### config.mk
export PLATFORM = sky130hd
export DESIGN_NAME = srsr_ctrl
export DESIGN_NICKNAME = d
export VERILOG_FILES = /design/src/rtl/srsr_pkg.sv /design/src/rtl/srsr_ctrl.sv
export SDC_FILE = /design/constraint.sdc
export NUM_CORES = 1
export LEC_CHECK = 0
export BUFFER_PORTS_ARGS = -buffer_cell sky130_fd_sc_hd__buf_2
export CAP_MARGIN = 40
export CELL_PAD_IN_SITES_DETAIL_PLACEMENT = 1
export CELL_PAD_IN_SITES_GLOBAL_PLACEMENT = 2
export CORE_AREA = 10 10 47 49
export DETAILED_ROUTE_END_ITERATION = 16
export DIE_AREA = 0 0 57 59
export PLACE_DENSITY_LB_ADDON = 0.12
export SLEW_MARGIN = 40
export SYNTH_ARGS = -nofsm -noshare
export SYNTH_HDL_FRONTEND = slang
export SYNTH_SLANG_ARGS = --single-unit
### constraint.sdc
create_clock -name clk -period 2 [get_ports clk]
set_input_delay 0.4 -clock clk [delete_from_list [all_inputs] [get_ports clk]]
set_output_delay 0.4 -clock clk [all_outputs]
set_load 0.02 [all_outputs]
### src/rtl/srsr_pkg.sv
// ----------------------------------------------------------------------------
// srsr_pkg
// Shared types and constants for the serial speech ROM reader.
// ----------------------------------------------------------------------------
package srsr_pkg;

  localparam int ROM_BYTES   = 32768;
  localparam int ROM_AW      = $clog2(ROM_BYTES);
  localparam int ADDR_W      = 18;
  localparam int LIM_W       = ADDR_W + 1;
  localparam int IDX_W       = 15;
  localparam int IDX_EXT_W   = ROM_AW + IDX_W;
  localparam int LEN_W       = 16;
  localparam int SHIFT_W     = 5;
  localparam int BITS_LEFT_W = 4;

  localparam logic [LEN_W-1:0]       ROM_LENGTH_RESET = LEN_W'(32768);
  localparam logic [SHIFT_W-1:0]     SHIFT_SAT        = SHIFT_W'(20);
  localparam logic [BITS_LEFT_W-1:0] BYTE_BITS        = BITS_LEFT_W'(8);

  typedef enum logic [1:0] {
    CMD_WRITE  = 2'd0,
    CMD_NIBBLE = 2'd1,
    CMD_READ   = 2'd2,
    CMD_BRANCH = 2'd3
  } cmd_t;

  typedef enum logic [1:0] {
    S_IDLE,
    S_FETCH2,
    S_DONE
  } state_t;

  // Strobes from the controller to the datapath.
  typedef struct packed {
    logic accept;     // item taken; first store access issued
    logic rd_second;  // first byte present, second byte read issued
    logic commit;     // update state and load the result register
  } ctl_t;

endpackage

### src/rtl/srsr_ctrl.sv
// ----------------------------------------------------------------------------
// srsr_ctrl
// Sequencer for the speech ROM reader: handshakes and datapath strobes.
// ----------------------------------------------------------------------------
module srsr_ctrl (
  input  logic             clk,
  input  logic             rst,
  input  logic             in_valid,
  output logic             in_stall,
  input  logic [1:0]       cmd,
  output logic             out_valid,
  input  logic             out_stall,
  output srsr_pkg::ctl_t   ctl
);
  import srsr_pkg::*;

  state_t state;
  state_t state_next;
  logic   out_valid_next;
  logic   out_free;
  cmd_t   in_cmd;

  assign in_cmd   = cmd_t'(cmd);
  assign out_free = !out_valid || !out_stall;
  assign in_stall = (state != S_IDLE);

  always_ff @(posedge clk) begin
    if (rst) begin
      state     <= S_IDLE;
      out_valid <= 1'b0;
    end else begin
      state     <= state_next;
      out_valid <= out_valid_next;
    end
  end

  always_comb begin
    state_next     = state;
    ctl            = '0;
    out_valid_next = out_valid && out_stall;
    unique case (state)
      S_IDLE: begin
        if (in_valid) begin
          ctl.accept = 1'b1;
          if (in_cmd == CMD_READ || in_cmd == CMD_BRANCH) begin
            state_next = S_FETCH2;
          end else begin
            state_next = S_DONE;
          end
        end
      end
      S_FETCH2: begin
        ctl.rd_second = 1'b1;
        state_next    = S_DONE;
      end
      S_DONE: begin
        // The result register must be empty or draining before it is reloaded.
        if (out_free) begin
          ctl.commit     = 1'b1;
          out_valid_next = 1'b1;
          state_next     = S_IDLE;
        end
      end
      default: begin
        state_next = S_IDLE;
      end
    endcase
  end

endmodule

==> impl_metrics.toml, run 1 <==
[clock_network]
cts_htree_levels = 1
cts_tree = "done"
cts_buffer_depth = 2
insertion_delay_ns = 0.23
ctsResizeCount = 0
cts_setup_buffers = 0
holdBufCountCts = 0
worst_setup_hold_path_clk_slew_ns = 0.04
cts_inserted_buffers = 3
root_buffer = "clkbuf_4"
cts_sinks = 3

[setup_path]
cp_max_fo = 4
required_ns = 1.60
crit_buf_inv = 1
startpoint_type = "register"
end_kind = "primary output"
crit_slowest_cell = "dfxtp_1"
critical_path.cell_chain = "or2_4, nor2_4, buf_2"
crit_arrival_ns = 1.06
path_class = "register to primary output"
path_delay_family = "simple AND/OR/NAND/NOR gates"
cp_slowest_stage_delay_ns = 0.33

[detailed_routing]
first_pass_iters = 1
initialDrtViolationCount = 0
drtAntennaViolNets = 0
drc = 0
wl_per_cell_um = 9.800
vias = 163
vias_per_cell = 3.622
wl_um = 441

[power_and_ir_drop]
power_density_nw_per_um2 = 870.3
power_leakage_nw = 0.1194
ir_worst_vdd_mv = 0.1770

[final_layout]
nNetsFinal = 36
ff_latch_area_um2 = 60.06
layout_commonest_cell = "buf_2"
diodes = 0
multi_input_area_um2 = 76.32
syn2layout_area_growth_pct = 63.48
layout-drive-gt1-share_pct = 51.72
fill_cells = 184
layout_common_cells = "buf_2, a21oi_1, clkbuf_4, dfxtp_1, inv_1"

[placed_design]
portBuffers = 9
hpwl_um = 411.2
gp_congestion = 0.5913
place_ws_ns = 0.7671

[timing]
period_minus_slack_ns = 1.461
holdWs_ns = 0.3741
clock_skew_ns = 0.002092
layout_setup_ws_ns = 0.5394
worstMarginPinSlew_ns = 0.1671
fmax_mhz = 684.6
rsz0062_at_grt = "no"
setup-tns-final_ns = 0
relSlewSlack_pct = 88.77
slew_viol_final = 0
finalSetupViolCount = 0
fin_crit_sh_pct = 73.03
hold_violations = 0

[floorplan]
coreArea_um2 = 1401
die_h_um = 59
die_area_um2 = 3363
io_pins = 11
start_util_pct = 10.27
fp-row-count = 14
die_x_um = 57

[global_routing]
antenna_found_initial = 0
grt_pass1_vias = 195
grtUsageTotal_pct = 2.807
grt_pass1_wl_um = 724
grt_max_degree = 5
grt_overflow = 0

[logic_synthesis]
synth-seq-cells = 3
synth_cell_types = 11
synth_cells = 16
yosysWarnings = 0
synth_nets = 22
netlist_area_um2 = 143.9
yosysSeqAreaShare_pct = 41.74
syn_avg_cell_area_um2 = 8.993

[flow_run]
drv_cap = 0

[run_status]
status = "finished, final reports clean"

[worst_hold_path]
hp-class = "input pin to register"
==> area by class of cell <==
| type | instances | area share, % |
|---|---|---|
| multi-input combinational | 11 | 32.45 |
| sequential | 3 | 25.53 |
| timing repair buffer | 9 | 19.15 |
| clock buffer | 4 | 11.17 |
| tap | 16 | 8.511 |
| inverter | 2 | 3.191 |
==> report_power, final <==
| part | total, W | internal, W | switching, W |
|---|---|---|---|
| Clock | 0.000104 | 0.0000746 | 0.0000293 |
| Combinational | 0.0000343 | 0.0000144 | 0.0000199 |
| Sequential | 0.0000665 | 0.0000634 | 0.00000309 |
| Total | 0.000205 | 0.000152 | 0.0000522 |
==> worst paths after layout <==
kind                               from                     to  slack, ns  cells after the start
hold / removal                      rst   out_valid$_SDFF_PP0_       0.37                      2
setup reg to reg  state[0]$_SDFFE_PP0P_  state[1]$_SDFFE_PP0P_       1.02                      3
hold reg to reg    out_valid$_SDFF_PP0_   out_valid$_SDFF_PP0_       0.50                      2
setup / recovery  state[0]$_SDFFE_PP0P_                 ctl[2]       0.54                      3
==> worst reg2reg max path, stage by stage, from the launching register on <==
cell	delay, ns
dfxtp_1	0.33
nand2b_1	0.19
or3_1	0.32
o31ai_1	0.07
==> cell usage after synthesis <==
cell type,number,share of area [%]
nor2_4,1,7.8
or3_1,1,4.4
and3b_1,1,6.1
nor2b_1,1,4.4
dfxtp_1,3,42
inv_1,2,5.2
or2_4,1,6.1
o31ai_1,1,5.2
nand2b_1,1,4.4
a21oi_1,3,10
nand2_2,1,4.4
==> cells by family after synthesis <==
kind of cell / synth area share, %
AOI/OAI and AO/OA: 15.65
buffers and inverters: 5.219
DFF: 41.74
and+or+nand+nor: 37.40
==> metal layers <==
metal	share of wire (%)	track usage, %	up-vias
met5	0	0	-
met4	3.9	3.020	0
met3	7.7	1.288	2
met2	49	4.496	7
met1	39	2.488	74
li1	-	-	80
==> state kept, by name, indices dropped and copies added (netlist names) <==
signal	cells
out_valid	1
state	2
==> stage by stage <==
step                      area, um^2  util (%)  instances   power [W]
final                          235.2     16.79         45   0.0002047
after global routing           235.2     16.79         45   0.0002171
after CTS                      235.2     16.79         45   0.0002111
after detailed placement       209.0     14.91         41   0.0001029
after global placement         209.0     14.91         41   0.0001030
after floorplan                143.9         -         16  0.00008813
No activity file was read; power rests on OpenSTA's default activity.
==> run 2: changes to the inputs <==
==> constraint.sdc (replaced) <==
create_clock -name clk -period 1.27 [get_ports clk]
set_input_delay 0.254 -clock clk [delete_from_list [all_inputs] [get_ports clk]]
set_output_delay 0.254 -clock clk [all_outputs]
set_load 0.02 [all_outputs]
==> impl_metrics.toml, run 2 (synthesis results as in run 1) <==
[clock_network]
cts_buffer_depth = 2
root_buffer = "clkbuf_4"
insertion_delay_ns = 0.23
cts_sinks = 3
holdBufCountCts = 0
cts_htree_levels = 1
cts_tree = "done"
worst_setup_hold_path_clk_slew_ns = 0.04
cts_setup_buffers = 0
cts_inserted_buffers = 3

[floorplan]
die_area_um2 = 3363
coreArea_um2 = 1401
start_util_pct = 10.27
die_h_um = 59
die_x_um = 57
fp-row-count = 14
io_pins = 11

[global_routing]
grt_pass1_vias = 197
grt_max_degree = 5
grtUsageTotal_pct = 2.807
grt_pass1_wl_um = 724
antenna_found_initial = 0
grt_overflow = 0

[placed_design]
portBuffers = 9
place_area_um2 = 209.0
gp_congestion = 0.5913
placed_cells = 41
hpwl_um = 411.2
place_ws_ns = 0.1831

[timing]
setup-tns-final_ns = -0.003752
hold_violations = 0
worstMarginPinSlew_ns = 0.1671
fin_crit_sh_pct = 100.3
relSlewSlack_pct = 88.77
rsz0062_at_grt = "yes"
holdWs_ns = 0.2280
layout_setup_ws_ns = -0.003752
period_minus_slack_ns = 1.274
fmax_mhz = 785.1
slew_viol_final = 0
clock_skew_ns = 0.002092
finalSetupViolCount = 1

[worst_hold_path]
hp-class = "input pin to register"

[final_layout]
fin_area_um2 = 245.2
layout_commonest_cell = "buf_2"
largest_register = "state"
syn2layout_area_growth_pct = 70.43
instances_no_fill = 45
diodes = 0
nNetsFinal = 36
largest_reg_flops = 2
top_regs = "state: 2 flops, out_valid: 1 flops"
layout-drive-gt1-share_pct = 55.17
layout_common_cells = "buf_2, a21oi_1, clkbuf_4, inv_1, dfxtp_1"

[setup_path]
path_class = "register to primary output"
required_ns = 1.02
startpoint_type = "register"
end_kind = "primary output"
crit_arrival_ns = 1.02
cp_max_fo = 4

[detailed_routing]
vias_per_cell = 3.644
wl_per_cell_um = 9.756
vias = 164
drc = 0
initialDrtViolationCount = 0
wl_um = 439
drtAntennaViolNets = 0
first_pass_iters = 1

[power_and_ir_drop]
power_density_nw_per_um2 = 1336
power_leakage_nw = 0.1217
ir_worst_vdd_mv = 0.2791

[run_status]
violations = "negative setup slack"
status = "finished with violations"

[flow_run]
drv_cap = 0
## run 2: final timing paths
path	end	slack, ns	startpoint	depth (start not counted)
min	out_valid$_SDFF_PP0_	0.23	rst	2
min reg2reg	out_valid$_SDFF_PP0_	0.49	out_valid$_SDFF_PP0_	2
max reg2reg	state[1]$_SDFFE_PP0P_	0.30	state[0]$_SDFFE_PP0P_	3
max	ctl[2]	-0.004	state[0]$_SDFFE_PP0P_	3
## run 2: stage by stage
| step | util (%) | power (W) |
|---|---|---|
| 2_1_floorplan | - | 0.0001388 |
| 3_3_place_gp | 14.91 | 0.0001622 |
| 3_5_place_dp | 14.91 | 0.0001620 |
| 4_1_cts | 17.50 | 0.0003377 |
| 5_1_grt | 17.50 | 0.0003473 |
| 6_report | 17.50 | 0.0003275 |
## run 2: worst max-delay path, stage by stage (launching register included)
cell and delay, ns:
dfxtp_2 0.32, or2_4 0.26, nor2_4 0.09, buf_6 0.12
## run 2: power breakdown
part,switching (W),internal (W),total (W)
combinational,0.0000319,0.0000270,0.0000589
sequential,0.00000483,0.000100,0.000105
clock,0.0000461,0.000118,0.000164
total,0.0000829,0.000245,0.000328
## run 2: layout make-up
class	instances	area, um^2
clock buffer	4	26.28
multi-input combinational	11	76.32
tap	16	20.02
sequential	3	61.31
inverter	2	7.507
fill	183	1156
timing repair buffer	9	53.80
## run 2: repair_timing
| action | CTS | global route |
|---|---|---|
| pin swaps | 0 | 0 |
| setup endpoints to repair | 2 | 2 |
| resized for setup | 4 | 0 |
## run 2: per-layer routing
metal  global-route usage (%)  vias to the layer above  routed length [um]
met3                    1.288                        2                  34
li1                         -                       80                   -
met4                    3.020                        0                  17
met2                    4.496                        7                 216
met5                        0                        -                   0
met1                    2.488                       75                 170
==> run 3: changes to the inputs <==
--- a/config.mk
+++ b/config.mk
@@ -10,6 +10,7 @@
 export CELL_PAD_IN_SITES_DETAIL_PLACEMENT = 1
 export CELL_PAD_IN_SITES_GLOBAL_PLACEMENT = 2
 export CORE_AREA = 10 10 47 49
+export CTS_BUF_LIST = sky130_fd_sc_hd__clkbuf_2
 export DETAILED_ROUTE_END_ITERATION = 16
 export DIE_AREA = 0 0 57 59
 export PLACE_DENSITY_LB_ADDON = 0.12
==> impl_metrics.toml, run 3 (synthesis results as in run 1) <==
[timing]
period_minus_slack_ns = 1.243
fin_crit_sh_pct = 97.87
clock_skew_ns = 0.002630
relSlewSlack_pct = 88.77
worstMarginPinSlew_ns = 0.1671
layout_setup_ws_ns = 0.02705
slew_viol_final = 0
rsz0062_at_grt = "yes"
hold_violations = 0
setup-tns-final_ns = 0
finalSetupViolCount = 0
fmax_mhz = 804.5

[floorplan]
die_x_um = 57
io_pins = 11
start_util_pct = 10.27
fp-row-count = 14
coreArea_um2 = 1401
die_area_um2 = 3363
die_h_um = 59

[global_routing]
grt_max_degree = 5
grt_pass1_vias = 195
grt_pass1_wl_um = 724
antenna_found_initial = 0
grtUsageTotal_pct = 2.807
grt_overflow = 0

[final_layout]
largest_reg_flops = 2
largest_register = "state"
nNetsFinal = 36
diodes = 0
syn2layout_area_growth_pct = 66.09
top_regs = "state: 2 flops, out_valid: 1 flops"
layout-drive-gt1-share_pct = 58.62
fill_cells = 184
layout_common_cells = "buf_2, clkbuf_2, a21oi_1, inv_1, dfxtp_1"
instances_no_fill = 45
layout_commonest_cell = "buf_2"
fin_area_um2 = 239.0

[setup_path]
required_ns = 1.02
cp_slowest_stage_delay_ns = 0.33
end_kind = "primary output"
crit_arrival_ns = 0.99
crit_slowest_cell = "dfxtp_2"
crit_buf_inv = 1
path_delay_family = "simple AND/OR/NAND/NOR gates"
path_class = "register to primary output"
critical_path.cell_chain = "or2_4, nor2_4, buf_6"
startpoint_type = "register"
cp_max_fo = 4

[power_and_ir_drop]
power_density_nw_per_um2 = 1228
ir_worst_vdd_mv = 0.2489
power_w = 0.0002935
power_leakage_nw = 0.1233

[worst_hold_path]
hp-class = "input pin to register"

[detailed_routing]
wl_um = 439
drtAntennaViolNets = 0
first_pass_iters = 1
vias = 162
initialDrtViolationCount = 0
wl_per_cell_um = 9.756
vias_per_cell = 3.600
drc = 0

[clock_network]
cts_sinks = 3
insertion_delay_ns = 0.20
cts_inserted_buffers = 3
worst_setup_hold_path_clk_slew_ns = 0.04
root_buffer = "clkbuf_2"
cts_buffer_depth = 2
cts_htree_levels = 1
cts_tree = "done"

[placed_design]
place_ws_ns = 0.1831
placed_cells = 41
hpwl_um = 411.2
gp_congestion = 0.5913
portBuffers = 9
place_area_um2 = 209.0

[run_status]
status = "finished, final reports clean"

[flow_run]
drv_cap = 0
## run 3: what timing repair did
action,4_1_cts,5_1_grt
gates cloned,0,0
gates resized for setup,3,1
endpoints found under the setup margin,2,2
buffers inserted,0,0
hold buffers,0,0
## run 3: worst paths after layout
check | start | endpoint | slack [ns] | cells after the start
setup reg to reg | state[0]$_SDFFE_PP0P_ | state[1]$_SDFFE_PP0P_ | 0.30 | 3
hold / removal | rst | out_valid$_SDFF_PP0_ | 0.26 | 2
hold reg to reg | out_valid$_SDFF_PP0_ | out_valid$_SDFF_PP0_ | 0.50 | 2
setup / recovery | state[0]$_SDFFE_PP0P_ | ctl[2] | 0.03 | 3
## run 3: report_power, final
| part | switching, W | total [W] | internal, W |
|---|---|---|---|
| clock network | 0.0000467 | 0.000130 | 0.0000831 |
| registers | 0.00000480 | 0.000105 | 0.000100 |
| logic | 0.0000319 | 0.0000589 | 0.0000270 |
| total | 0.0000833 | 0.000293 | 0.000210 |
## run 3: per-stage QoR
stage	hold WS [ns]	util [%]
after floorplan	0.3231	-
after global placement	0.4702	14.91
after detailed placement	0.4742	14.91
after CTS	0.2499	16.88
after global routing	0.2631	17.05
final	0.2569	17.05
## run 3: layout make-up
cell class	count	area [um^2]	area share, %
Inverter	2	7.507	3.141
Clock buffer	4	20.02	8.377
Multi-Input combinational cell	11	76.32	31.94
Tap cell	16	20.02	8.377
Timing Repair Buffer	9	53.80	22.51
Sequential cell	3	61.31	25.65
## run 3: routing by layer
| layer | wire, um | up-vias | global-route usage (%) |
|---|---|---|---|
| met5 | 0 | - | 0 |
| met2 | 213 | 7 | 4.496 |
| li1 | - | 79 | - |
| met1 | 173 | 74 | 2.488 |
| met3 | 34 | 2 | 1.288 |
| met4 | 17 | 0 | 3.020 |
## run 3: worst reg2reg max path, stage by stage (launching register included)
cell and delay, ns:
dfxtp_2 0.33, nand2b_1 0.18, or3_1 0.32, o31ai_1 0.07
